$ cat src/rtl/spf_pkg.sv
package spf_pkg;

    localparam int SAMPLE_BITS    = 16;
    localparam int MAX_HALF_WIDTH = 20;
    localparam int RING_DEPTH     = 2 * MAX_HALF_WIDTH + 1;
    localparam int FILL_BITS      = $clog2(RING_DEPTH + 1);
    localparam int HW_BITS        = 5;
    localparam int PCT_BITS       = 9;
    localparam int CFG_DATA_BITS  = 9;
    localparam int CFG_IDX_BITS   = 1;
    localparam int BIT_CNT_BITS   = $clog2(SAMPLE_BITS);
    localparam int PROD_BITS      = PCT_BITS + FILL_BITS;

    localparam logic [CFG_IDX_BITS-1:0] CFG_HALF_WIDTH = 1'd0;
    localparam logic [CFG_IDX_BITS-1:0] CFG_PERCENTILE = 1'd1;

    localparam logic [HW_BITS-1:0]  HALF_WIDTH_RESET = 5'd4;
    localparam logic [PCT_BITS-1:0] PERCENTILE_RESET = 9'd64;
    localparam logic [PCT_BITS-1:0] PERCENTILE_MAX   = 9'd256;

    typedef logic [SAMPLE_BITS-1:0] sample_t;
    typedef logic [FILL_BITS-1:0]   count_t;
    typedef logic [RING_DEPTH-1:0]  mask_t;

endpackage

$ cat src/rtl/spf_in_if.sv
interface spf_in_if;
    import spf_pkg::*;

    logic    valid;
    logic    ready;
    sample_t sample_value;
    logic    last_in_record;

    modport source (output valid, output sample_value, output last_in_record, input ready);
    modport sink (input valid, input sample_value, input last_in_record, output ready);
endinterface

$ cat src/rtl/spf_out_if.sv
interface spf_out_if;
    import spf_pkg::*;

    logic    valid;
    logic    ready;
    sample_t filtered_value;
    logic    last_of_run;

    modport source (output valid, output filtered_value, output last_of_run, input ready);
    modport sink (input valid, input filtered_value, input last_of_run, output ready);
endinterface

$ cat src/rtl/sliding_percentile_filter_top.sv
// Sliding percentile filter for one channel of unsigned samples.
// in_ch carries one sample item with a last_in_record flag; out_ch carries
// one filtered item with a last_of_run flag. Both are valid/ready channels.
// cfg_we/cfg_index/cfg_data write half_width (index 0) and percentile_q8
// (index 1); write only while the block is idle.
// in_ch.ready is high only while no selection is running. An item that
// produces a result is followed by one setup step, 16 bit steps (each is
// one popcount over the 41 window taps, then one decision that rotates
// every tap by a bit) and one step that loads the output register.
// The last item of a record runs up to 21 such selections back to back.
// Items that produce no result leave the block idle.
// The result sits in an output register; a new item is accepted while it
// waits. When out_ch stalls, a finished selection holds until the register
// frees, and no further item is taken.
// Reset clears the fill count and control state and sets half_width to 4
// and percentile_q8 to 64. The window taps are not cleared; only samples of
// the current record are ever selected.
module sliding_percentile_filter_top (
    input  logic                               clk,
    input  logic                               rst_n,
    spf_in_if.sink                             in_ch,
    spf_out_if.source                          out_ch,
    input  logic                               cfg_we,
    input  logic [spf_pkg::CFG_IDX_BITS-1:0]   cfg_index,
    input  logic [spf_pkg::CFG_DATA_BITS-1:0]  cfg_data
);
    import spf_pkg::*;

    localparam logic [2:0] ST_IDLE   = 3'd0;
    localparam logic [2:0] ST_SETUP  = 3'd1;
    localparam logic [2:0] ST_COUNT  = 3'd2;
    localparam logic [2:0] ST_DECIDE = 3'd3;
    localparam logic [2:0] ST_DONE   = 3'd4;

    logic [2:0]              state_reg, state_next;
    logic [HW_BITS-1:0]      half_width_reg, half_width_next;
    logic [PCT_BITS-1:0]     percentile_reg, percentile_next;
    count_t                  fill_reg, fill_next;
    count_t                  cnt_reg, cnt_next;
    count_t                  r_reg, r_next;
    logic                    flush_reg, flush_next;
    count_t                  k_reg, k_next;
    count_t                  zeros_reg, zeros_next;
    mask_t                   mask_reg, mask_next;
    logic [BIT_CNT_BITS-1:0] bit_reg, bit_next;
    sample_t                 result_reg, result_next;
    logic                    out_valid_reg, out_valid_next;
    sample_t                 out_value_reg, out_value_next;
    logic                    out_last_reg, out_last_next;
    sample_t                 line_reg [RING_DEPTH];

    logic [HW_BITS-1:0]      w_eff;
    logic [PCT_BITS-1:0]     q_eff;
    count_t                  w_ext, full, fill_inc, cnt_in, r_in, span, m_sel;
    logic [PROD_BITS-1:0]    prod;
    logic [PROD_BITS:0]      rounded;
    count_t                  k_raw;
    mask_t                   msb_bits, mask_init;
    count_t                  zeros_sum;
    logic                    accept_in, out_free, take_one;

    assign accept_in = in_ch.valid && in_ch.ready;
    assign out_free  = !out_valid_reg || out_ch.ready;

    always_comb
    begin
        w_eff = half_width_reg;
        if (half_width_reg == '0)
            w_eff = HW_BITS'(1);
        else if (half_width_reg > HW_BITS'(MAX_HALF_WIDTH))
            w_eff = HW_BITS'(MAX_HALF_WIDTH);
        q_eff = (percentile_reg > PERCENTILE_MAX) ? PERCENTILE_MAX : percentile_reg;
        w_ext    = FILL_BITS'(w_eff);
        full     = FILL_BITS'({w_eff, 1'b1});
        fill_inc = (fill_reg == FILL_BITS'(RING_DEPTH)) ? fill_reg : fill_reg + 1'b1;
        cnt_in   = (fill_inc < full) ? fill_inc : full;
        r_in     = ((cnt_in - 1'b1) < w_ext) ? cnt_in - 1'b1 : w_ext;
        span     = r_reg + w_ext + 1'b1;
        m_sel    = (flush_reg && span < cnt_reg) ? span : cnt_reg;
        prod     = PROD_BITS'(q_eff) * PROD_BITS'(m_sel);
        rounded  = {1'b0, prod} + (PROD_BITS + 1)'(255);
        k_raw    = FILL_BITS'(rounded >> 8);
        take_one = (flush_reg && r_reg == '0);
    end

    always_comb
    begin
        for (int i = 0; i < RING_DEPTH; i++)
        begin
            msb_bits[i]  = line_reg[i][SAMPLE_BITS-1];
            mask_init[i] = (FILL_BITS'(i) < m_sel);
        end
        zeros_sum = '0;
        for (int i = 0; i < RING_DEPTH; i++)
            zeros_sum = zeros_sum + FILL_BITS'(mask_reg[i] & ~msb_bits[i]);
    end

    always_comb
    begin
        state_next      = state_reg;
        half_width_next = half_width_reg;
        percentile_next = percentile_reg;
        fill_next       = fill_reg;
        cnt_next        = cnt_reg;
        r_next          = r_reg;
        flush_next      = flush_reg;
        k_next          = k_reg;
        zeros_next      = zeros_reg;
        mask_next       = mask_reg;
        bit_next        = bit_reg;
        result_next     = result_reg;
        out_valid_next  = out_valid_reg && !out_ch.ready;
        out_value_next  = out_value_reg;
        out_last_next   = out_last_reg;

        if (cfg_we)
        begin
            case (cfg_index)
                CFG_HALF_WIDTH: half_width_next = cfg_data[HW_BITS-1:0];
                CFG_PERCENTILE: percentile_next = cfg_data[PCT_BITS-1:0];
                default: ;
            endcase
        end

        case (state_reg)
            ST_IDLE:
            begin
                if (accept_in)
                begin
                    cnt_next = cnt_in;
                    if (in_ch.last_in_record)
                    begin
                        fill_next  = '0;
                        flush_next = 1'b1;
                        r_next     = r_in;
                        state_next = ST_SETUP;
                    end
                    else
                    begin
                        fill_next  = fill_inc;
                        flush_next = 1'b0;
                        if (cnt_in > w_ext)
                            state_next = ST_SETUP;
                    end
                end
            end
            ST_SETUP:
            begin
                k_next      = (k_raw > m_sel - 1'b1) ? m_sel - 1'b1 : k_raw;
                mask_next   = mask_init;
                bit_next    = BIT_CNT_BITS'(SAMPLE_BITS - 1);
                result_next = '0;
                state_next  = ST_COUNT;
            end
            ST_COUNT:
            begin
                zeros_next = zeros_sum;
                state_next = ST_DECIDE;
            end
            ST_DECIDE:
            begin
                if (zeros_reg > k_reg)
                begin
                    mask_next   = mask_reg & ~msb_bits;
                    result_next = {result_reg[SAMPLE_BITS-2:0], 1'b0};
                end
                else
                begin
                    mask_next   = mask_reg & msb_bits;
                    k_next      = k_reg - zeros_reg;
                    result_next = {result_reg[SAMPLE_BITS-2:0], 1'b1};
                end
                bit_next   = bit_reg - 1'b1;
                state_next = (bit_reg == '0) ? ST_DONE : ST_COUNT;
            end
            ST_DONE:
            begin
                if (out_free)
                begin
                    out_valid_next = 1'b1;
                    out_value_next = result_reg;
                    out_last_next  = take_one;
                    if (flush_reg && r_reg != '0)
                    begin
                        r_next     = r_reg - 1'b1;
                        state_next = ST_SETUP;
                    end
                    else
                        state_next = ST_IDLE;
                end
            end
            default: state_next = ST_IDLE;
        endcase
    end

    always_ff @(posedge clk or negedge rst_n)
    begin
        if (!rst_n)
        begin
            state_reg      <= ST_IDLE;
            half_width_reg <= HALF_WIDTH_RESET;
            percentile_reg <= PERCENTILE_RESET;
            fill_reg       <= '0;
            out_valid_reg  <= 1'b0;
        end
        else
        begin
            state_reg      <= state_next;
            half_width_reg <= half_width_next;
            percentile_reg <= percentile_next;
            fill_reg       <= fill_next;
            out_valid_reg  <= out_valid_next;
        end
    end

    always_ff @(posedge clk)
    begin
        cnt_reg       <= cnt_next;
        r_reg         <= r_next;
        flush_reg     <= flush_next;
        k_reg         <= k_next;
        zeros_reg     <= zeros_next;
        mask_reg      <= mask_next;
        bit_reg       <= bit_next;
        result_reg    <= result_next;
        out_value_reg <= out_value_next;
        out_last_reg  <= out_last_next;
    end

    // shift in new items; rotate every tap one bit per decision
    always_ff @(posedge clk)
    begin
        if (accept_in)
        begin
            line_reg[0] <= in_ch.sample_value;
            for (int i = 1; i < RING_DEPTH; i++)
                line_reg[i] <= line_reg[i-1];
        end
        else if (state_reg == ST_DECIDE)
        begin
            for (int i = 0; i < RING_DEPTH; i++)
                line_reg[i] <= {line_reg[i][SAMPLE_BITS-2:0], line_reg[i][SAMPLE_BITS-1]};
        end
    end

    assign in_ch.ready           = (state_reg == ST_IDLE);
    assign out_ch.valid          = out_valid_reg;
    assign out_ch.filtered_value = out_value_reg;
    assign out_ch.last_of_run    = out_last_reg;

    a_fill_bound: assert property (@(posedge clk) disable iff (!rst_n)
        fill_reg <= FILL_BITS'(RING_DEPTH))
        else $error("fill count beyond window depth");

    a_rank_alive: assert property (@(posedge clk) disable iff (!rst_n)
        (state_reg == ST_COUNT || state_reg == ST_DECIDE)
        |-> ($countones(mask_reg) > int'(k_reg)))
        else $error("rank outside remaining candidates");

    a_out_from_done: assert property (@(posedge clk) disable iff (!rst_n)
        $rose(out_valid_reg) |-> $past(state_reg == ST_DONE))
        else $error("output loaded outside a finished selection");

    a_no_accept_busy: assert property (@(posedge clk) disable iff (!rst_n)
        (state_reg == ST_DECIDE) |=> (state_reg == ST_COUNT || state_reg == ST_DONE))
        else $error("bit step left the selection loop");

endmodule
$ cat src/flat_wrapper.sv
// flat-port wrapper written by rule: the top's interface ports become plain ports
module sliding_percentile_filter_top_flat import spf_pkg::*;
  (clk, rst_n, cfg_we, cfg_index, cfg_data, in_ch_valid, in_ch_sample_value, in_ch_last_in_record, in_ch_ready, out_ch_valid, out_ch_filtered_value, out_ch_last_of_run, out_ch_ready);
  spf_in_if in_ch_i ();
  spf_out_if out_ch_i ();
  input  logic clk;
  input  logic rst_n;
  input  logic cfg_we;
  input  logic [spf_pkg::CFG_IDX_BITS-1:0] cfg_index;
  input  logic [spf_pkg::CFG_DATA_BITS-1:0] cfg_data;
  input wire logic [$bits(in_ch_i.valid)-1:0] in_ch_valid;
  input wire logic [$bits(in_ch_i.sample_value)-1:0] in_ch_sample_value;
  input wire logic [$bits(in_ch_i.last_in_record)-1:0] in_ch_last_in_record;
  output wire logic [$bits(in_ch_i.ready)-1:0] in_ch_ready;
  output wire logic [$bits(out_ch_i.valid)-1:0] out_ch_valid;
  output wire logic [$bits(out_ch_i.filtered_value)-1:0] out_ch_filtered_value;
  output wire logic [$bits(out_ch_i.last_of_run)-1:0] out_ch_last_of_run;
  input wire logic [$bits(out_ch_i.ready)-1:0] out_ch_ready;
  assign in_ch_i.valid = in_ch_valid;
  assign in_ch_i.sample_value = in_ch_sample_value;
  assign in_ch_i.last_in_record = in_ch_last_in_record;
  assign in_ch_ready = in_ch_i.ready;
  assign out_ch_valid = out_ch_i.valid;
  assign out_ch_filtered_value = out_ch_i.filtered_value;
  assign out_ch_last_of_run = out_ch_i.last_of_run;
  assign out_ch_i.ready = out_ch_ready;
  sliding_percentile_filter_top u_core (.clk(clk), .rst_n(rst_n), .in_ch(in_ch_i), .out_ch(out_ch_i), .cfg_we(cfg_we), .cfg_index(cfg_index), .cfg_data(cfg_data));
endmodule
$ cat config.mk
export PLATFORM = sky130hd
export DESIGN_NAME = sliding_percentile_filter_top_flat
export DESIGN_NICKNAME = d
export VERILOG_FILES = /design/src/rtl/spf_pkg.sv /design/src/rtl/spf_in_if.sv /design/src/rtl/spf_out_if.sv /design/src/rtl/sliding_percentile_filter_top.sv /design/src/flat_wrapper.sv
export SDC_FILE = /design/constraint.sdc
export NUM_CORES = 2
export LEC_CHECK = 0
export BUFFER_PORTS_ARGS = -buffer_cell sky130_fd_sc_hd__buf_2
export CAP_MARGIN = 10
export CORE_MARGIN = 1
export CORE_UTILIZATION = 50
export CTS_CLUSTER_SIZE = 30
export DETAILED_ROUTE_END_ITERATION = 6
export PLACE_DENSITY = 0.75
export SYNTH_ARGS = -nofsm -noshare
export SYNTH_HDL_FRONTEND = slang
export SYNTH_SLANG_ARGS = --single-unit
$ cat constraint.sdc
create_clock -name clk -period 21.5 [get_ports clk]
set_clock_uncertainty 0.1 [all_clocks]
set_input_delay 1.075 -clock clk [delete_from_list [all_inputs] [get_ports clk]]
set_output_delay 1.075 -clock clk [all_outputs]
set_load 0.05 [all_outputs]
# Word level (Yosys, flattened, before mapping)
# Memories as Yosys holds them, arrays and structs flattened.
# Cells that the tools add are included.
[totals]
ff_bits = 127
mem_bits_rw = 656
wordCells = 352
memories = 1
[op_classes]
n_addsub = 49
mul = 1
magnitude_cmp = 49
n_eq_ne = 11
mux = 77
n_bitwise = 127
n_reduce_logical = 22
[memory_table]
columns = ["memory", "words", "word_bits", "rd", "rd_clocked_by_memory_dff", "write_ports", "line", "rtl"]
rows = [
  ["u_core.line_reg", 41, 16, 41, 0, 41, "sliding_percentile_filter_top.sv:50", "sample_t line_reg [RING_DEPTH];"],
]
[op_table]
columns = ["cell", "count"]
rows = [
  ["16-bit two-way mux", 41],
  ["1-bit by 6-bit AND with 6-bit output", 41],
  ["1-bit inverter with 6-bit output", 41],
  ["6-bit adder", 40],
  ["5-bit by 6-bit less-than comparator with 1-bit output, first input constant", 16],
  ["41-bit AND", 2],
  ["41-bit one-hot mux with 2 select lines", 1],
  ["6-bit two-way mux", 11],
  ["6-bit less-than comparator, first input constant", 9],
  ["4-bit by 6-bit less-than comparator with 1-bit output, first input constant", 8],
  ["41-bit two-way mux", 1],
  ["41-bit inverter", 1],
  ["1-bit OR", 41],
  ["16-bit one-hot mux with 2 select lines", 1],
  ["3-bit by 6-bit less-than comparator with 1-bit output, first input constant", 4],
  ["6-bit one-hot mux with 2 select lines", 2],
  ["6-bit by 1-bit subtractor with 6-bit output, second input constant", 3],
  ["3-bit two-way mux", 5],
  ["3-bit one-hot mux with 5 select lines", 1],
  ["14-bit by 8-bit adder with 14-bit output, second input constant", 1],
  ["9-bit by 6-bit multiplier with 14-bit output", 1],
  ["6-bit by 1-bit adder with 6-bit output, second input constant", 2],
  ["6-bit > comparator", 2],
  ["1-bit by 6-bit less-than comparator with 1-bit output, first input constant", 2],
  ["other kinds (33)", 59],
]

# Logic depth before layout (Yosys ltp)
# An unclocked memory read counts as a cell.
[depth]
ltp_word = 43
ltp_mapped = 41

# Worst setup path after synthesis
# OpenSTA, ideal clock, no wires.
[synth_timing]
kind = "register -> register"
startpoint = "register u_core.state_reg[2]"
endpoint = "memory u_core.line_reg[0][0] (netlist bit) (enable)"
setup_time_ps = 1054
arrival_ps = 16059
required_time_ps = 20346
path_slack_ps = 4287
stages_incl_launch_ff = 7
path_buffers = 3
period_less_slack_ps = 17213
path_cell_list = "dfrtp_1 clkbuf_1 nor3_1 nand2_1 clkbuf_1 clkbuf_1 nand2_1"
[synth_rtl]
columns = ["item", "line", "rtl"]
rows = [
  ["start, declared", "sliding_percentile_filter_top.sv:35", "logic [2:0] state_reg, state_next;"],
  ["start signal, assigned", "sliding_percentile_filter_top.sv:208", "state_reg <= state_next;"],
  ["end, declared", "sliding_percentile_filter_top.sv:50", ""],
]

# Worst setup path after layout
[layout_timing]
startpoint = "register u_core.half_width_reg[4]"
endpoint = "register u_core.k_reg[1] (data pin)"
[layout_via]
elab_chain_cells = 13
[layout_rtl]
columns = ["item", "line", "rtl"]
rows = [
  ["start, declared", "sliding_percentile_filter_top.sv:36", "logic [HW_BITS-1:0] half_width_reg, half_width_next;"],
  ["start signal, assigned", "sliding_percentile_filter_top.sv:209", "half_width_reg <= half_width_next;"],
  ["5-bit > comparator", "sliding_percentile_filter_top.sv:70", "else if (half_width_reg > HW_BITS'(MAX_HALF_WIDTH))"],
  ["5-bit two-way mux", "sliding_percentile_filter_top.sv:70", ""],
  ["5-bit two-way mux *", "sliding_percentile_filter_top.sv:68", "if (half_width_reg == '0)"],
  ["6-bit by 5-bit adder with 6-bit output *", "sliding_percentile_filter_top.sv:78", "span = r_reg + w_ext + 1'b1;"],
  ["6-bit by 1-bit adder with 6-bit output *", "sliding_percentile_filter_top.sv:78", ""],
  ["6-bit less-than comparator", "sliding_percentile_filter_top.sv:79", "m_sel = (flush_reg && span < cnt_reg) ? span : cnt_reg;"],
  ["1-bit logical AND", "sliding_percentile_filter_top.sv:79", ""],
  ["6-bit two-way mux *", "sliding_percentile_filter_top.sv:79", ""],
  ["9-bit by 6-bit multiplier with 14-bit output", "sliding_percentile_filter_top.sv:80", "prod = PROD_BITS'(q_eff) * PROD_BITS'(m_sel);"],
  ["14-bit by 8-bit adder with 14-bit output", "sliding_percentile_filter_top.sv:81", "rounded = {1'b0, prod} + (PROD_BITS + 1)'(255);"],
  ["6-bit > comparator", "sliding_percentile_filter_top.sv:149", "k_next = (k_raw > m_sel - 1'b1) ? m_sel - 1'b1 : k_raw;"],
  ["6-bit two-way mux *", "sliding_percentile_filter_top.sv:149", ""],
  ["6-bit one-hot mux with 2 select lines *", "sliding_percentile_filter_top.sv:125", "case (state_reg)"],
  ["via u_core.k_next[1]", "sliding_percentile_filter_top.sv:42", "count_t k_reg, k_next;"],
  ["end signal, assigned", "sliding_percentile_filter_top.sv:221", "k_reg <= k_next;"],
  ["end, declared", "sliding_percentile_filter_top.sv:42", ""],
]
# Mark *: on every way through the listed nets, which the timed path passes. The rest lies on a longest branch.
# A chain may end at the register's enable or synchronous reset.

==> impl_metrics.tcl <==
set metrics [dict create \
    multi_input_area_um2 13460 \
    async_flop_share_pct 3.065 \
    largest_reg_flops 656 \
    yosys.area_share.adder_pct 6.166 \
    synth.distinct_cells 68 \
    ys.flop_type "edfxtp_1" \
    die_w_um 277.3 \
    yosysSeqAreaShare_pct 61.72 \
    placed_area_um2 38910 \
    hold_violations 0 \
    grt.overflow.total 0 \
    cp-end-kind "flip-flop" \
    fin_crit_ns 10.40 \
    routed_wl_um 72140 \
    antenna_cells 0 \
    rows 100 \
    crit_required_ns 21.74 \
    setup-tns-final_ns 0 \
    ant_nets 0 \
    dr.pass1.iters 5 \
    clk_latency_ns 0.64 \
    avgRoutedWirePerCell_um 15.06 \
    drv_cap 0 \
    seqCellArea_um2 23390 \
    crit_slowest_cell "a21o_1" \
    yosys_warnings 0 \
    rsz0062_at_grt "false" \
    drv_slew 0 \
    grt_antenna_before_repair 0 \
    utilization_pct 55.48 \
    synthXorXnorAreaFrac_pct 1.776 \
    first_global_vias 24110 \
    postCtsResizedCells 0 \
    syn_inst 3782 \
    final_area_um2 41440 \
    tightest_slew_ns 1.172 \
    synth_area_leader_cell "edfxtp_1" \
    synth_top_cell_area_share_pct 60.13 \
    hold_class "flip-flop to flip-flop" \
    vias 24820 \
    synthTopCellsByCount "nand2_1 (2030), edfxtp_1 (759), clkbuf_1 (168)" \
    fill_cells 6330 \
    numPortBuffers 50 \
    track_usage_pct 18.78 \
    period_share_pct 48.36 \
    place_congestion 0.8347 \
    cts_buffers 81 \
    finalSetupViolations 0 \
    core-area_um2 74700 \
    hold_buffers 0 \
    crit_buf_inv 4 \
    drc_errors 0 \
    htree_levels 3 \
    clk_path_buf_depth 3 \
    die_h_um 277.3 \
    cts_tree "yes" \
    area_growth_pct 9.342 \
    grt_pass1_wl_um 119500 \
    worstPathMaxFanout 24 \
    synth_top_family_by_area "simple AND/OR/NAND/NOR gates" \
    slowest_delay_ns 0.62 \
    ioPinCount 51 \
    dpl.hpwl_um 44000 \
    timing.slew.headroom_pct 21.86 \
    netlist_area_um2 37900 \
    status "completed" \
    synth_edf_count 759 \
    clockRootBuffer "clkbuf_16" \
    synth_compound_area_share_pct 3.218 \
    fmax_ghz 0.09619 \
    synth_area_per_cell_um2 10.02 \
    synthTopCellsByArea "edfxtp_1 (60%), nand2_1 (20%), fa_1 (3.3%), ha_1 (2.8%), clkbuf_1 (1.7%)" \
    cp.arrival_ns 10.64 \
    whs_ns 0.3285 \
    clk_pin_slew_ns 0.06 \
    crit_type "flip-flop to flip-flop" \
    synth_seq_cells 783 \
    setup.worst_path.start_class "flip-flop" \
    vias_per_cell 5.182 \
    synth.most_common_cell "nand2_1" \
    cts_sinks 783 \
    synthMuxAreaShare_pct 0.7625 \
    critPathTopFamily "adder cells" \
    cts_setup_buffers 0 \
    drive_gt1_share_pct 5.836 \
    die_area_um2 76910 \
    drt_iter0_markers 2134 \
    grt_max_degree 252 \
    fin_nets 3939 \
    start_util_pct 50.74 \
    syn-num-nets 3963 \
    synthSimpleGateAreaFrac_pct 23.48 \
]
[cell families after synthesis]
kind of cell | count (synthesis)
xor+xnor | 76
buf+inv | 287
simple gates | 2264
fa+ha+maj | 149
flops | 783
mux | 25
compound gates | 198
[worst register-to-register path: cells and delay by family, from the launching register on]
| kind | cells | cell delay (ns) |
|---|---|---|
| xor gates and xnor gates | 2 | 0.49 |
| adders and majority gates | 9 | 3.50 |
| muxes | 1 | 0.41 |
| buffers and inverters | 4 | 0.35 |
| DFF | 1 | 0.48 |
| and+or+nand+nor | 10 | 1.38 |
| AOI/OAI and AO/OA | 11 | 3.40 |
[metal layers]
metal	global-route usage [%]	routed length [µm]	up-vias
met2	29.54	34050	364
met5	0	0	-
li1	-	-	12340
met1	27.03	34010	12020
met3	2.771	2603	103
met4	5.769	1481	0
[cell type report]
class | instances | area share, %
multi-input cells | 2712 | 32.47
repair buffers | 75 | 1.087
clock inverters | 40 | 0.8242
flip-flops and latches | 783 | 56.45
clock buffers | 106 | 5.292
well taps | 969 | 2.925
inverters | 105 | 0.9540
[cells in the final DEF (no fill, tap or decap), types with 5 or more instances in the layout]
| master | n |
|---|---|
| clkinv_2 | 16 |
| xor2_1 | 15 |
| buf_4 | 24 |
| and2_1 | 5 |
| a31oi_1 | 9 |
| buf_2 | 50 |
| ha_1 | 86 |
| xnor2_1 | 60 |
| inv_1 | 104 |
| nor3_1 | 18 |
| edfxtp_1 | 759 |
| clkinv_1 | 13 |
| and3_1 | 18 |
| nand2_1 | 2027 |
| fa_1 | 63 |
| o21a_1 | 10 |
| clkbuf_16 | 83 |
| a21o_1 | 17 |
| clkbuf_1 | 20 |
| nand3_1 | 23 |
| nand2b_1 | 28 |
| nor2b_1 | 47 |
| o21ai_0 | 42 |
| nor2_1 | 70 |
| dfrtp_1 | 22 |
| a21oi_1 | 80 |
| mux2i_1 | 9 |
| mux2_2 | 13 |
[path summary, 6_finish.rpt]
kind | depth (start not counted) | startpoint | end | slack [ns]
max | 37 | u_core.half_width_reg[4] | u_core.k_reg[1] | 11.10
min | 0 | u_core.result_reg[15] | u_core.out_ch.filtered_value[15] | 0.33
max reg2reg | 37 | u_core.half_width_reg[4] | u_core.k_reg[1] | 11.10
min reg2reg | 0 | u_core.result_reg[15] | u_core.out_ch.filtered_value[15] | 0.33
max in group asynchronous | 1 | rst_n | u_core.state_reg[2] | 20.53
min in group asynchronous | 1 | rst_n | u_core.percentile_reg[1] | 0.35
[through the flow]
| stage | worst slack [ns] | cells |
|---|---|---|
| after CTS | 11.15 | 4790 |
| after global placement | 11.31 | 4644 |
| after detailed placement | 11.20 | 4644 |
| after global routing | 10.31 | 4790 |
| final | 11.10 | 4790 |
| after floorplan | 4.287 | 3782 |
Power is not shown: default switching activity piles up to over one toggle a cycle in this logic, so the estimate is an artifact.
